## config.mk

```make
export PLATFORM = sky130hd
export DESIGN_NAME = csc_sqrt
export DESIGN_NICKNAME = d
export VERILOG_FILES = /design/src/hw/rtl/csc_pkg.sv /design/src/hw/rtl/csc_sqrt.sv
export SDC_FILE = /design/constraint.sdc
export NUM_CORES = 2
export LEC_CHECK = 0
export BUFFER_PORTS_ARGS = -buffer_cell sky130_fd_sc_hd__buf_2
export CAP_MARGIN = 40
export CORE_ASPECT_RATIO = 1.4
export CORE_MARGIN = 2
export CORE_UTILIZATION = 64
export CTS_CLUSTER_SIZE = 14
export DETAILED_ROUTE_END_ITERATION = 8
export GPL_TIMING_DRIVEN = 0
export PLACE_DENSITY = 0.8
export SYNTH_ARGS = -nofsm -noshare
export SYNTH_HDL_FRONTEND = slang
export SYNTH_SLANG_ARGS = --single-unit
```

## constraint.sdc

```tcl
create_clock -name clk -period 3.7 [get_ports clk]
set_input_delay 0.74 -clock clk [delete_from_list [all_inputs] [get_ports clk]]
set_output_delay 0.74 -clock clk [all_outputs]
set_load 0.02 [all_outputs]
```

## src/hw/rtl/csc_pkg.sv

```systemverilog
// Shared widths, pipeline depths, word structs and the saturation helper
// for the circle/segment collision pipeline. No dependencies.
package csc_pkg;

  localparam int COORD_W  = 16;             // coordinate / velocity word
  localparam int RAD_W    = 15;             // radius word
  localparam int DIF_W    = COORD_W + 1;    // coordinate differences
  localparam int LEN_W    = 34;             // squared segment length
  localparam int NUM_W    = 52;             // signed divider numerator
  localparam int QUO_W    = 18;             // quotient magnitude bits
  localparam int SQ_FRAC  = 14;             // fraction bits of the root
  localparam int SQ_IN_W  = LEN_W + 2 * SQ_FRAC;
  localparam int SQ_OUT_W = SQ_IN_W / 2;
  localparam int SQ_LAT   = SQ_OUT_W;       // one root bit per stage
  localparam int DIV_LAT  = QUO_W + 2;      // prep, one bit per stage, sign
  localparam int SUM_W    = QUO_W + 3;      // final centre sum

  localparam logic signed [SUM_W-1:0] SAT_HI = SUM_W'((2 ** (COORD_W - 1)) - 1);
  localparam logic signed [SUM_W-1:0] SAT_LO = -SAT_HI - SUM_W'(1);

  // Fields that bypass the math and select the result
  typedef struct packed {
    logic                      hit;
    logic                      csign;
    logic signed [COORD_W-1:0] vx;
    logic signed [COORD_W-1:0] vy;
    logic signed [COORD_W-1:0] px;
    logic signed [COORD_W-1:0] py;
    logic signed [COORD_W-1:0] sx;
    logic signed [COORD_W-1:0] sy;
  } side_t;

  // Word waiting for the square root
  typedef struct packed {
    side_t                   side;
    logic [LEN_W-1:0]        len;
    logic signed [NUM_W-1:0] nvx_n;
    logic signed [NUM_W-1:0] nvy_n;
    logic signed [NUM_W-1:0] ncx_n;
    logic signed [NUM_W-1:0] ncy_n;
    logic signed [NUM_W-1:0] pushx_n;
    logic signed [NUM_W-1:0] pushy_n;
  } mid_t;

  // Clamp a wide signed value to the coordinate range
  function automatic logic signed [COORD_W-1:0] sat_coord(input logic signed [SUM_W-1:0] v);
    logic signed [COORD_W-1:0] res;
    if (v > SAT_HI) begin
      res = COORD_W'(SAT_HI);
    end else if (v < SAT_LO) begin
      res = COORD_W'(SAT_LO);
    end else begin
      res = COORD_W'(v);
    end
    return res;
  endfunction

endpackage

```

## src/hw/rtl/csc_sqrt.sv

```systemverilog
// Pipelined integer square root, one result bit per stage (floor).
// Uses csc_pkg for widths.
module csc_sqrt (
  input  logic                          clk,
  input  logic                          en,
  input  logic [csc_pkg::SQ_IN_W-1:0]   x,
  output logic [csc_pkg::SQ_OUT_W-1:0]  root
);

  logic [csc_pkg::SQ_IN_W-1:0]  rem_r  [csc_pkg::SQ_OUT_W-1];
  logic [csc_pkg::SQ_OUT_W-1:0] root_r [csc_pkg::SQ_OUT_W];

  logic [csc_pkg::SQ_IN_W-1:0]  rem_in  [csc_pkg::SQ_OUT_W];
  logic [csc_pkg::SQ_OUT_W-1:0] root_in [csc_pkg::SQ_OUT_W];
  logic [csc_pkg::SQ_IN_W-1:0]  trial   [csc_pkg::SQ_OUT_W];
  logic                         take    [csc_pkg::SQ_OUT_W];

  // Trial value (2*root + 2^k) * 2^k per stage
  always_comb begin
    for (int s = 0; s < csc_pkg::SQ_OUT_W; s++) begin
      if (s == 0) begin
        rem_in[s]  = x;
        root_in[s] = '0;
      end else begin
        rem_in[s]  = rem_r[s-1];
        root_in[s] = root_r[s-1];
      end
      trial[s] = (csc_pkg::SQ_IN_W'(root_in[s]) << (csc_pkg::SQ_OUT_W - s))
               | (csc_pkg::SQ_IN_W'(1) << (2 * (csc_pkg::SQ_OUT_W - 1 - s)));
      take[s]  = rem_in[s] >= trial[s];
    end
  end

  // Advance all stages together
  always_ff @(posedge clk) begin
    if (en) begin
      for (int s = 0; s < csc_pkg::SQ_OUT_W; s++) begin
        root_r[s] <= root_in[s]
                   | (csc_pkg::SQ_OUT_W'(take[s]) << (csc_pkg::SQ_OUT_W - 1 - s));
      end
      for (int s = 0; s < csc_pkg::SQ_OUT_W - 1; s++) begin
        rem_r[s] <= take[s] ? rem_in[s] - trial[s] : rem_in[s];
      end
    end
  end

  assign root = root_r[csc_pkg::SQ_OUT_W-1];

endmodule

```

# After elaboration in Yosys (flattened, before gate mapping)
# Memory sizes are Yosys's and may differ from the RTL's.
# Cells that the tools add are included.
[op_classes] reduce_logical=0 eq_ne=0 order_cmp=31 bitwise_logic=30 n_addsub=30 shifts=0 multipliers=0 n_mux=32 n_div=0
[op_table] operator="$mux 62" n=30
[op_table] operator="$ge 62x32->1" n=1
[op_table] operator="$ge 62x33->1" n=1
[op_table] operator="$ge 62x34->1" n=1
[op_table] operator="$ge 62x35->1" n=1
[op_table] operator="$ge 62x36->1" n=1
[op_table] operator="$ge 62x37->1" n=1
[op_table] operator="$ge 62x38->1" n=1
[op_table] operator="$ge 62x39->1" n=1
[op_table] operator="$ge 62x40->1" n=1
[op_table] operator="$ge 62x41->1" n=1
[op_table] operator="$ge 62x42->1" n=1
[op_table] operator="$ge 62x43->1" n=1
[op_table] operator="$ge 62x44->1" n=1
[op_table] operator="$ge 62x45->1" n=1
[op_table] operator="$ge 62x46->1" n=1
[op_table] operator="$ge 62x47->1" n=1
[op_table] operator="$ge 62x48->1" n=1
[op_table] operator="$ge 62x49->1" n=1
[op_table] operator="$ge 62x50->1" n=1
[op_table] operator="$ge 62x51->1" n=1
[op_table] operator="$ge 62x52->1" n=1
[op_table] operator="$ge 62x53->1" n=1
[op_table] operator="$ge 62x54->1" n=1
[op_table] operator="other kinds (69)" n=70
[totals] rom_bits=0 mem_bits_rw=2821 wordCells=125 out_inout_bits=31 ff_bits=0 mem_count=2 latch_bits=0 input_bits=64
[mem_list] memory="rem_r" words=30 width=62 read_ports=30 rd_ports_with_merged_regs=0 write_ports=30 line_no="csc_sqrt.sv:10" rtl="logic [csc_pkg::SQ_IN_W-1:0] rem_r [csc_pkg::SQ_OUT_W-1];"
[mem_list] memory="root_r" words=31 width=31 read_ports=31 rd_ports_with_merged_regs=0 write_ports=31 line_no="csc_sqrt.sv:11" rtl="logic [csc_pkg::SQ_OUT_W-1:0] root_r [csc_pkg::SQ_OUT_W];"

# Longest topological paths before layout
# An unclocked memory read counts as a cell.
[depth] word_depth=3 ltp_mapped=15 ltp_nobuf=12

# Worst setup path before layout
# Ideal clock, no wire load.
[synth_path] kind="flip-flop to flip-flop" from="memory rem_r[1][484] (netlist name)" to="memory rem_r[1][521] (netlist name), data pin" required_time_ns=3.440 setup_ns=0.260 setup_slack_ns=0.261 n_path_buf=2 stages_incl_launch_ff=11 arrival_time_ns=3.178 path_cell_list="edfxtp_1 -> or4_1 -> or3_1 -> or3_1 -> or3_1 -> a211o_1 -> a221oi_4 -> inv_2 -> buf_6 -> buf_6 -> mux2_4"
[synth_rtl] item="start, declared" line_no="csc_sqrt.sv:10"

==> impl_results.md <==
* Status: finished clean
* Final #Nets at 10.1k
* Via count at 76.9k
* Hold path depth at 1
* Top-count cell post-synth: edfxtp_1
* DR WL met3 at 18900 um
* Max stage delay on crit path at 0.58 ns
* Power Dens Cells at 606 mW/mm2
* Core region area at 0.176 mm2
* H-tree levels at 4
* CP max FO at 10
* DP HPWL at 221000 um
* IO Count at 95
* Final worst path period need at 3.69 ns
* Top post-synthesis cells by area: edfxtp_1 62%, ha_1 5.8%, xor2_1 3.2%, xnor2_1 3.1%, a21oi_1 2.4%
* Worst VDD drop at 0.000564 V
* Cells along the critical path: inv_1 > ha_1 > a2111oi_1 > a211oi_1 > a211o_1 > a211oi_2 > o21ai_0 > a21o_2 > nor3_1 > xor2_1
* Fillers at 11.7k
* CP top delay family: compound AO/OA/AOI/OAI gates
* Critical path's slowest cell: a2111oi_1
* Area growth, synth to finish at 11.7%
* Data arrival time of the worst path at 4.31 ns
* RSZ-0062 raised after global routing: true
* Max cap viols at 0
* Final Hold Vio Count at 0
* Reg clk slew, reported paths at 0.06 ns
* P_leak at 47.6 nW
* Final ANT Viol Nets at 0
* Dominant cell type by area after synthesis: edfxtp_1
* Mapped Nets at 9681
* Fin util at 0.721
* Layout cell share with drive strength beyond 1 at 0.0902
* Final period util at 0.996
* Row count at 182
* Initial Util at 0.645
* Number of enable flip-flop cells after synthesis at 2356
* Worst-margin pin slew at 1.07 ns
* Router iterations before antenna repair at 6
* Startpoint types: register
* Post-Syn Instances at 9092
* Vias per Instance at 6.43
* GRT Residual Overflow at 0
* All-Layer GR Usage at 0.331
* Routability congestion estimate at 1.01
* Syn Area/Cell at 12.5 um2
* Req. time, crit path at 4.32 ns
* Routed wire length at 305000 um
* Drt first-iter violations at 8612
* Clock Latency Late Sink at 0.91 ns
* WL met1 at 114000 um
* Largest net degree at the start of global routing at 183
* Hold WC Path Type: primary input to register
* Synth top area share at 0.624
* Setup Skew at 0.0686 ns
* Critical path depth in cells at 10
* WP buf/inv at 1
* Num CTS Buffers at 213
* Reg2reg path depth at 10
* Setup violators final at 0
* Max Slew Vio Count at 0
* CTS tree: yes
* Commonest cells post-synth: 2356 x edfxtp_1, 641 x inv_1, 629 x nor2_1, 602 x nand2_1, 549 x a21oi_1
* Ys async rst share at 0
* # DRC at 0
* Die Span Y at 502 um
* Die Width at 360 um
* Mapped cell area at 0.113 mm2
* Die Area at 0.181 mm2
* Number of global-route vias before repair at 74.9k
* Clk buf depth at 3
* Number of port buffers at 94
* Unique masters post-synth at 87
* Drt wl/cell at 25.5 um
* Clock sinks at 2356
* Max Clk Rate at 0.271 GHz
* Setup TNS Final at 0 ns
* Slew margin rel. at 0.283
* Met2 WL at 153000 um
* Yosys Warn Count at 0
* Sequential area share after synthesis at 0.624
* Root cell of the clock tree: clkbuf_16
* First-pass GRT wire length at 451000 um
* #FFs+latches synth at 2356
* Ys flop type: edfxtp_1
* Crit end category: register
* Top layer in use: met5
* Initial antenna violation count at 11
* Worst setup path category: register to register
-- layout make-up --
class	instances	area, um2	share of cell area
clock inverters	116	1430	0.0113
diodes	7	17.5	0.000138
inverters	646	2440	0.0192
clock buffers	259	5520	0.0436
well taps	2300	2880	0.0227
repair buffers	227	1970	0.0155
plain buffers	158	757	0.00597
multi-input cells	5898	41000	0.323
flip-flops and latches	2356	70700	0.558
-- where the power goes --
| part | total (mW) | internal [mW] | switching [mW] |
|---|---|---|---|
| combinational | 17.4 | 7.01 | 10.4 |
| clock | 22.3 | 12.2 | 10.1 |
| sequential | 37.1 | 33.9 | 3.17 |
-- per-stage QoR --
| step | cell area, um2 | hold WS (ns) | setup slack [ns] | total power, mW | instances |
|---|---|---|---|---|---|
| after floorplan | 113000 | 0.417 | 0.261 | 47.9 | 9092 |
| after global placement | 117000 | 0.421 | -33.34 | 55.2 | 11500 |
| after detailed placement | 117000 | 0.425 | -1.06 | 53.8 | 11500 |
| after CTS | 126000 | 0.00101 | 0.000428 | 76.2 | 12000 |
| after global routing | 127000 | 0.0156 | -0.0721 | 79.9 | 12000 |
| final | 127000 | 0.0445 | 0.0142 | 76.8 | 12000 |
-- layer usage --
metal  global-route usage  vias up
li1                     -    34900
met1                0.400    37700
met2                0.575     3446
met3               0.0437      865
met4                0.189       10
met5                    0        -
-- logic make-up after synthesis --
group | synth area share
flops | 0.624
mux | 0.00756
fa+ha+maj | 0.0579
xor+xnor | 0.0634
buf+inv | 0.0281
compound gates | 0.0943
simple gates | 0.125
-- worst paths after layout --
kind | startpoint | end | slack, ns
setup / recovery | root_r[1][198] | rem_r[1][477] | 0.01
hold reg to reg | root_r[1][390] | root_r[1][421] | 0.41
hold / removal | x[21] | rem_r[0][21] | 0.04
setup reg to reg | root_r[1][198] | rem_r[1][477] | 0.01
-- flip-flops by register name (all words and copies together), names as in the netlist --
name,cells
rem_r,1860
root_r,496
-- cell usage in the layout (no fill, tap or decap), types with 106 or more instances in the layout --
cell       count
a21oi_1      517
nand4_1      131
nor4_1       297
ha_1         506
o21a_1       106
nand3_1      162
edfxtp_1    2356
nor3_1       240
buf_2        114
xor2_1       415
o21ai_0      410
clkbuf_1     130
clkbuf_16    215
inv_1        639
nand2_1      601
nor2_1       624
a21o_1       193
xnor2_1      400
-- what timing repair did --
item,in CTS,in global routing
hold buffers,54,0
gates resized for setup,169,230
hold endpoints to repair,54,0
pin swaps,8,32
buffers inserted,25,24
gates cloned,1,1
endpoints found under the setup margin,734,633
Power figures use the tool's default switching activity.
