### src/hw/rtl/csc_pkg.sv
// Shared widths, pipeline depths, word structs and the saturation helper
// for the circle/segment collision pipeline. No dependencies.
package csc_pkg;

  localparam int COORD_W  = 16;             // coordinate / velocity word
  localparam int RAD_W    = 15;             // radius word
  localparam int DIF_W    = COORD_W + 1;    // coordinate differences
  localparam int LEN_W    = 34;             // squared segment length
  localparam int NUM_W    = 52;             // signed divider numerator
  localparam int QUO_W    = 18;             // quotient magnitude bits
  localparam int SQ_FRAC  = 14;             // fraction bits of the root
  localparam int SQ_IN_W  = LEN_W + 2 * SQ_FRAC;
  localparam int SQ_OUT_W = SQ_IN_W / 2;
  localparam int SQ_LAT   = SQ_OUT_W;       // one root bit per stage
  localparam int DIV_LAT  = QUO_W + 2;      // prep, one bit per stage, sign
  localparam int SUM_W    = QUO_W + 3;      // final centre sum

  localparam logic signed [SUM_W-1:0] SAT_HI = SUM_W'((2 ** (COORD_W - 1)) - 1);
  localparam logic signed [SUM_W-1:0] SAT_LO = -SAT_HI - SUM_W'(1);

  // Fields that bypass the math and select the result
  typedef struct packed {
    logic                      hit;
    logic                      csign;
    logic signed [COORD_W-1:0] vx;
    logic signed [COORD_W-1:0] vy;
    logic signed [COORD_W-1:0] px;
    logic signed [COORD_W-1:0] py;
    logic signed [COORD_W-1:0] sx;
    logic signed [COORD_W-1:0] sy;
  } side_t;

  // Word waiting for the square root
  typedef struct packed {
    side_t                   side;
    logic [LEN_W-1:0]        len;
    logic signed [NUM_W-1:0] nvx_n;
    logic signed [NUM_W-1:0] nvy_n;
    logic signed [NUM_W-1:0] ncx_n;
    logic signed [NUM_W-1:0] ncy_n;
    logic signed [NUM_W-1:0] pushx_n;
    logic signed [NUM_W-1:0] pushy_n;
  } mid_t;

  // Clamp a wide signed value to the coordinate range
  function automatic logic signed [COORD_W-1:0] sat_coord(input logic signed [SUM_W-1:0] v);
    logic signed [COORD_W-1:0] res;
    if (v > SAT_HI) begin
      res = COORD_W'(SAT_HI);
    end else if (v < SAT_LO) begin
      res = COORD_W'(SAT_LO);
    end else begin
      res = COORD_W'(v);
    end
    return res;
  endfunction

endpackage

### src/hw/rtl/csc_div.sv
// Pipelined restoring divider with round-to-nearest, ties away from zero.
// Uses csc_pkg for widths.
module csc_div (
  input  logic                             clk,
  input  logic                             en,
  input  logic signed [csc_pkg::NUM_W-1:0] num,
  input  logic [csc_pkg::LEN_W-1:0]        den,
  output logic signed [csc_pkg::QUO_W:0]   quo
);

  logic [csc_pkg::NUM_W-1:0] rem_r   [csc_pkg::QUO_W];
  logic [csc_pkg::LEN_W-1:0] den_r   [csc_pkg::QUO_W];
  logic [csc_pkg::QUO_W-1:0] quo_r   [csc_pkg::QUO_W];
  logic                      qneg_r  [csc_pkg::QUO_W];
  logic                      neg0_r;
  logic signed [csc_pkg::QUO_W:0] quo_out_r;

  logic [csc_pkg::NUM_W-1:0] mag_nxt;
  logic [csc_pkg::NUM_W-1:0] trial [csc_pkg::QUO_W];
  logic                      take  [csc_pkg::QUO_W];

  // Magnitude plus half the divisor gives rounding by truncation
  assign mag_nxt = (num[csc_pkg::NUM_W-1] ? csc_pkg::NUM_W'(-num) : csc_pkg::NUM_W'(num))
                 + csc_pkg::NUM_W'(den >> 1);

  // Trial subtract per quotient bit
  always_comb begin
    for (int s = 0; s < csc_pkg::QUO_W; s++) begin
      trial[s] = csc_pkg::NUM_W'(den_r[s]) << (csc_pkg::QUO_W - 1 - s);
      take[s]  = rem_r[s] >= trial[s];
    end
  end

  // Advance all stages together
  always_ff @(posedge clk) begin
    if (en) begin
      rem_r[0]  <= mag_nxt;
      den_r[0]  <= den;
      neg0_r    <= num[csc_pkg::NUM_W-1];
      quo_r[0]  <= csc_pkg::QUO_W'(take[0]) << (csc_pkg::QUO_W - 1);
      qneg_r[0] <= neg0_r;
      for (int s = 1; s < csc_pkg::QUO_W; s++) begin
        quo_r[s]  <= quo_r[s-1] | (csc_pkg::QUO_W'(take[s]) << (csc_pkg::QUO_W - 1 - s));
        qneg_r[s] <= qneg_r[s-1];
      end
      for (int s = 0; s < csc_pkg::QUO_W - 1; s++) begin
        rem_r[s+1] <= take[s] ? rem_r[s] - trial[s] : rem_r[s];
        den_r[s+1] <= den_r[s];
      end
      // Apply sign
      quo_out_r <= qneg_r[csc_pkg::QUO_W-1] ? -$signed({1'b0, quo_r[csc_pkg::QUO_W-1]})
                                             :  $signed({1'b0, quo_r[csc_pkg::QUO_W-1]});
    end
  end

  assign quo = quo_out_r;

endmodule

### config.mk
export PLATFORM = sky130hd
export DESIGN_NAME = csc_div
export DESIGN_NICKNAME = d
export VERILOG_FILES = /design/src/hw/rtl/csc_pkg.sv /design/src/hw/rtl/csc_div.sv
export SDC_FILE = /design/constraint.sdc
export NUM_CORES = 2
export LEC_CHECK = 0
export BUFFER_PORTS_ARGS = -buffer_cell sky130_fd_sc_hd__buf_2
export CAP_MARGIN = 20
export CORE_MARGIN = 4
export CORE_UTILIZATION = 41
export CTS_CLUSTER_DIAMETER = 200
export DETAILED_ROUTE_END_ITERATION = 7
export GPL_TIMING_DRIVEN = 0
export SLEW_MARGIN = 20
export SYNTH_ARGS = -nofsm -noshare
export SYNTH_HDL_FRONTEND = slang
export SYNTH_SLANG_ARGS = --single-unit
### constraint.sdc
create_clock -name clk -period 4.8 [get_ports clk]
set_clock_uncertainty 0.2 [all_clocks]
set_input_delay 0.96 -clock clk [delete_from_list [all_inputs] [get_ports clk]]
set_output_delay 0.96 -clock clk [all_outputs]
set_load 0.005 [all_outputs]
* After elaboration in Yosys (flattened, before gate mapping)
Memories as Yosys holds them, arrays and structs flattened. Index checks and enable logic that the tools add are counted.
Operators by class: mux-type cells 21, bitwise operators 17, $lt $le $gt $ge 18, $add $sub $neg 20
Operators with widths (count):
- 52-bit 2-to-1 mux | 18
- 52-bit by 33-bit adder with 52-bit output | 1
- 52-bit by 34-bit >= comparator with 1-bit output | 1
- 52-bit by 35-bit >= comparator with 1-bit output | 1
- 52-bit by 36-bit >= comparator with 1-bit output | 1
- 52-bit by 37-bit >= comparator with 1-bit output | 1
- 52-bit by 38-bit >= comparator with 1-bit output | 1
- 52-bit by 39-bit >= comparator with 1-bit output | 1
- 52-bit by 40-bit >= comparator with 1-bit output | 1
- 52-bit by 41-bit >= comparator with 1-bit output | 1
- 52-bit by 42-bit >= comparator with 1-bit output | 1
- 52-bit by 43-bit >= comparator with 1-bit output | 1
- 52-bit by 44-bit >= comparator with 1-bit output | 1
- 52-bit by 45-bit >= comparator with 1-bit output | 1
- 52-bit by 46-bit >= comparator with 1-bit output | 1
- 52-bit by 47-bit >= comparator with 1-bit output | 1
- 52-bit by 48-bit >= comparator with 1-bit output | 1
- 52-bit by 49-bit >= comparator with 1-bit output | 1
- 52-bit by 50-bit >= comparator with 1-bit output | 1
- 52-bit by 51-bit >= comparator with 1-bit output | 1
- 52-bit negation | 1
- 52-bit by 35-bit subtractor with 52-bit output | 1
- 52-bit by 36-bit subtractor with 52-bit output | 1
- 52-bit by 37-bit subtractor with 52-bit output | 1
- other kinds (34) | 35
Word-level totals: RAM bits 1890, input port bits 88, output and inout bits 19, memories 4, register bits 20, word-level logic and storage cells 83
Memory list:
- rem_r | depth 18, bits a word 52, read ports 18, clocked after memory_dff 0, wr ports 18, RTL line csc_div.sv:11 | logic [csc_pkg::NUM_W-1:0] rem_r [csc_pkg::QUO_W];
- den_r | depth 18, bits a word 34, read ports 18, clocked after memory_dff 0, wr ports 18, RTL line csc_div.sv:12 | logic [csc_pkg::LEN_W-1:0] den_r [csc_pkg::QUO_W];
- quo_r | depth 18, bits a word 18, read ports 18, clocked after memory_dff 0, wr ports 18, RTL line csc_div.sv:13 | logic [csc_pkg::QUO_W-1:0] quo_r [csc_pkg::QUO_W];
- qneg_r | depth 18, bits a word 1, read ports 18, clocked after memory_dff 0, wr ports 18, RTL line csc_div.sv:14 | logic qneg_r [csc_pkg::QUO_W];

* Depth between registers and ports, before layout
depth after elaboration 3, depth in mapped cells 19, gate-level depth less buffers 18

* Least setup slack after synthesis
No wires, ideal clock.
kind input port to flip-flop, from in num[11] (netlist bit), to mem rem_r[0][46] (netlist bit) (data pin), stages 16, setup slack -0.212 ns, arrival time 4.547 ns, library setup time 0.265 ns, path buffers 1, path through or4_1 > nor4_4 > nand2_1 > o31ai_1 > xnor2_1 > ha_1 > clkbuf_1 > nand4_1 > or2_2 > o311a_1 > a21oi_1 > nor2_1 > o31ai_1 > nand4_1 > nor2b_1 > xor2_1
RTL lines:
- start, declared | RTL line csc_div.sv:6 | input logic signed [csc_pkg::NUM_W-1:0] num,
- end, declared | RTL line csc_div.sv:11

==> flow_summary.ini <==
[status]
status = finished clean

[power]
power.switching_mw = 25.1
p_leak_nw = 43.2
p_comb_share_pct = 40.9
powerDensity_mw_per_mm2 = 609
vdd_drop_max_mv = 0.455
power.share.switching_pct = 37.2
pwr-share-clk_pct = 22.2
internal-power_mw = 42.2
p_seq_share_pct = 36.9
finalPower_mw = 67.3

[final_layout]
fill_cells = 22000
fin_nets = 10000
layout-drive-gt1-share_pct = 7.34
areaGrowthSynthToFinish_pct = 11.9
final_cell_mix = edfxtp_1, a21oi_1, inv_1, ha_1, nand2_1
mostFrequentLayoutCell = edfxtp_1
fin_util_pct = 46.3

[route]
wl_met3_mm = 12.3
highest_layer = met5
route.met2.wl_mm = 131
wl_per_cell_um = 21.2
num_vias = 69700
routed_wl_mm = 267
drc = 0
ant_nets = 0
drtIter0Drc = 5543
met1_length_mm = 112
dr.pass1.iters = 6
routed_via_density = 5.53

[clocking]
numCtsBuffers = 195
root_buffer = clkbuf_16
cts_max_path_buffers = 3
clkLatencyLatePin_ns = 0.87
cts.sinks = 1757
h-tree-depth = 4
tritoncts = yes
clk_pin_slew_ns = 0.06

[worst_setup_path]
worstPathArrival_ns = 4.96
worstPathRequired_ns = 5.10
critPathMaxFanout = 10
setup.worst_path.class = flop to flop
crit_path_start = rem_r[10][24]$_DFFE_PP_
crit_path_start_kind = flop
rr_startpoint = rem_r[10][24]$_DFFE_PP_
endpoint_kind = flop

[logic_synthesis]
synthTopCellsByArea = edfxtp_1, ha_1, a21oi_1
syn_inst = 8949
synth_fa_ha_area_share_pct = 8.57
synth_cell_types = 91
yosys_most_used_dff = edfxtp_1
yosysTopAreaCellShare_pct = 53.4
synth-xor-area-share_pct = 6.64
synth_edf_count = 1757
synth_compound_area_share_pct = 14.9
yosysWarnings = 0
syn_area_mm2 = 0.0988
synth_top_family_by_area = compound AO/OA/AOI/OAI gates
yosysTopAreaCell = edfxtp_1
yosysSeqAreaShare_pct = 53.4
synth.area.mux_share_pct = 1.34
avgSynthCellArea_um2 = 11.0
ys_async_sr_fraction_pct = 0
synthSimpleGateAreaFrac_pct = 11.4
synthesis.nets = 9703
ys_ff_latch = 1757

[global_routing]
grt.total_usage_pct = 20.8
overflow = 0
grt_max_degree = 159
grt_pass1_wl_mm = 403
antenna_found_initial = 8
grt_pass1_vias = 67700

[die]
ios = 107
die-area_mm2 = 0.249
start_util_pct = 41.4
rows = 179
dieWidth_um = 499
design.core.area_mm2 = 0.239
die_h_um = 499

[min_path]
hold_start = den[6]
hp-class = primary input to flop

[timing]
tightestPinTransition_ns = 1.08
maxClockFrequency_ghz = 0.215
hold_viol = 0
fin_crit_sh_pct = 97.0
max_slew_margin_pct = 26.5
final.min_clock_period_ns = 4.66
setup_viol = 0
setup_ws_ns = 0.144
timing.hold.ws_ns = 0.102
slew_viol_final = 0

[placement]
gp_congestion = 0.945
port-buffer-count = 104
dp_hpwl_mm = 212
place_ws_ns = -1.62

[flow_run]
cap_viol_max_count = 0
==> registers in the layout, indices dropped and copies added, names as in the netlist <==
name,count
quo,19
neg0_r,1
quo_r,171
den_r,612
qneg_r,18
rem_r,936
==> repair_timing <==
action	in CTS	in global routing
pin swaps	3	5
buffers inserted	2	5
endpoints found under the setup margin	358	233
resized for setup	51	53
hold buffers	0	0
==> layer usage <==
layer | vias to the layer above | GRT usage, %
met3 | 476 | 2.79
li1 | 33700 | -
met1 | 33700 | 26.0
met4 | 6 | 8.69
met2 | 1861 | 36.3
met5 | - | 0
==> area by class of cell <==
class / instances / area (µm²) / area share, %
Inverter: 780 / 2930 / 2.65
Clock buffer: 230 / 5010 / 4.53
Antenna cell: 9 / 22.5 / 0.0204
Clock inverter: 131 / 1490 / 1.35
Tap cell: 3167 / 3960 / 3.58
Timing Repair Buffer: 124 / 946 / 0.856
Multi-Input combinational cell: 6217 / 42600 / 38.6
Sequential cell: 1757 / 52800 / 47.7
Buffer: 189 / 793 / 0.718
==> worst max-delay path, stage by stage (launching register included) <==
cell and delay, ns:
edfxtp_1 0.48, ha_1 0.42, nand3_1 0.17, or4_1 0.58
o41ai_2 0.92, o21ai_2 0.38, clkbuf_2 0.36, clkbuf_1 0.41
nand2_1 0.15, o21ai_0 0.19
==> through the flow <==
stage,setup TNS (ns),instances,cell area [µm²]
after floorplan,0,8949,98800
after global routing,-0.0127,12600,111000
final,0,12600,111000
after detailed placement,-117.77,12200,104000
after CTS,0,12600,110000
after global placement,-,12200,103000
==> synthesized netlist by cell type, types with 15 or more instances <==
library cell,n
a2111oi_0,17
a211o_1,15
a211oi_1,64
a21boi_0,16
a21o_1,328
a21oi_1,833
a31o_2,18
a31oi_1,57
a41oi_1,16
and2_1,43
and3_1,64
and4_1,26
clkbuf_1,169
edfxtp_1,1757
fa_1,18
ha_1,648
inv_1,775
mux2_2,114
nand2_1,638
nand2b_1,87
nand3_1,149
nand3b_1,15
nand4_1,136
nor2_1,637
nor2b_1,91
nor3_1,160
nor3b_1,16
nor4_1,86
o2111ai_1,16
o211ai_1,43
o21a_1,120
o21ai_0,504
o21bai_1,76
o31a_1,23
o31ai_1,64
o41ai_1,16
or2_2,28
or3_1,59
or4_1,39
xnor2_1,442
xor2_1,307
==> final timing paths <==
kind              slack (ns)  depth (start not counted)                       to
hold / removal          0.10                          1    den_r[0][6]$_DFFE_PP_
setup reg to reg        0.14                          9  rem_r[11][38]$_DFFE_PP_
setup / recovery        0.14                          9  rem_r[11][38]$_DFFE_PP_
hold reg to reg         0.21                          0   quo_r[13][9]$_DFFE_PP_
==> logic make-up (layout without fill, tap and decap cells) <==
group | count (synthesis) | in the layout
xor gates and xnor gates | 749 | 749
AOI/OAI and AO/OA | 2367 | 2367
DFF | 1757 | 1757
other | 0 | 9
muxes | 118 | 118
adders and majority gates | 666 | 666
buffers and inverters | 975 | 1454
and+or+nand+nor | 2317 | 2317
==> power groups by stage <==
stage	Clock (mW)	Combinational [mW]	Sequential [mW]
floorplan	0	20.4	23.7
global placement	0	26.8	26.0
detailed placement	0	27.0	25.2
CTS	15.4	27.3	24.9
global route	16.0	30.4	25.2
finish	14.9	27.5	24.8
(Power assumes the default switching activity.)
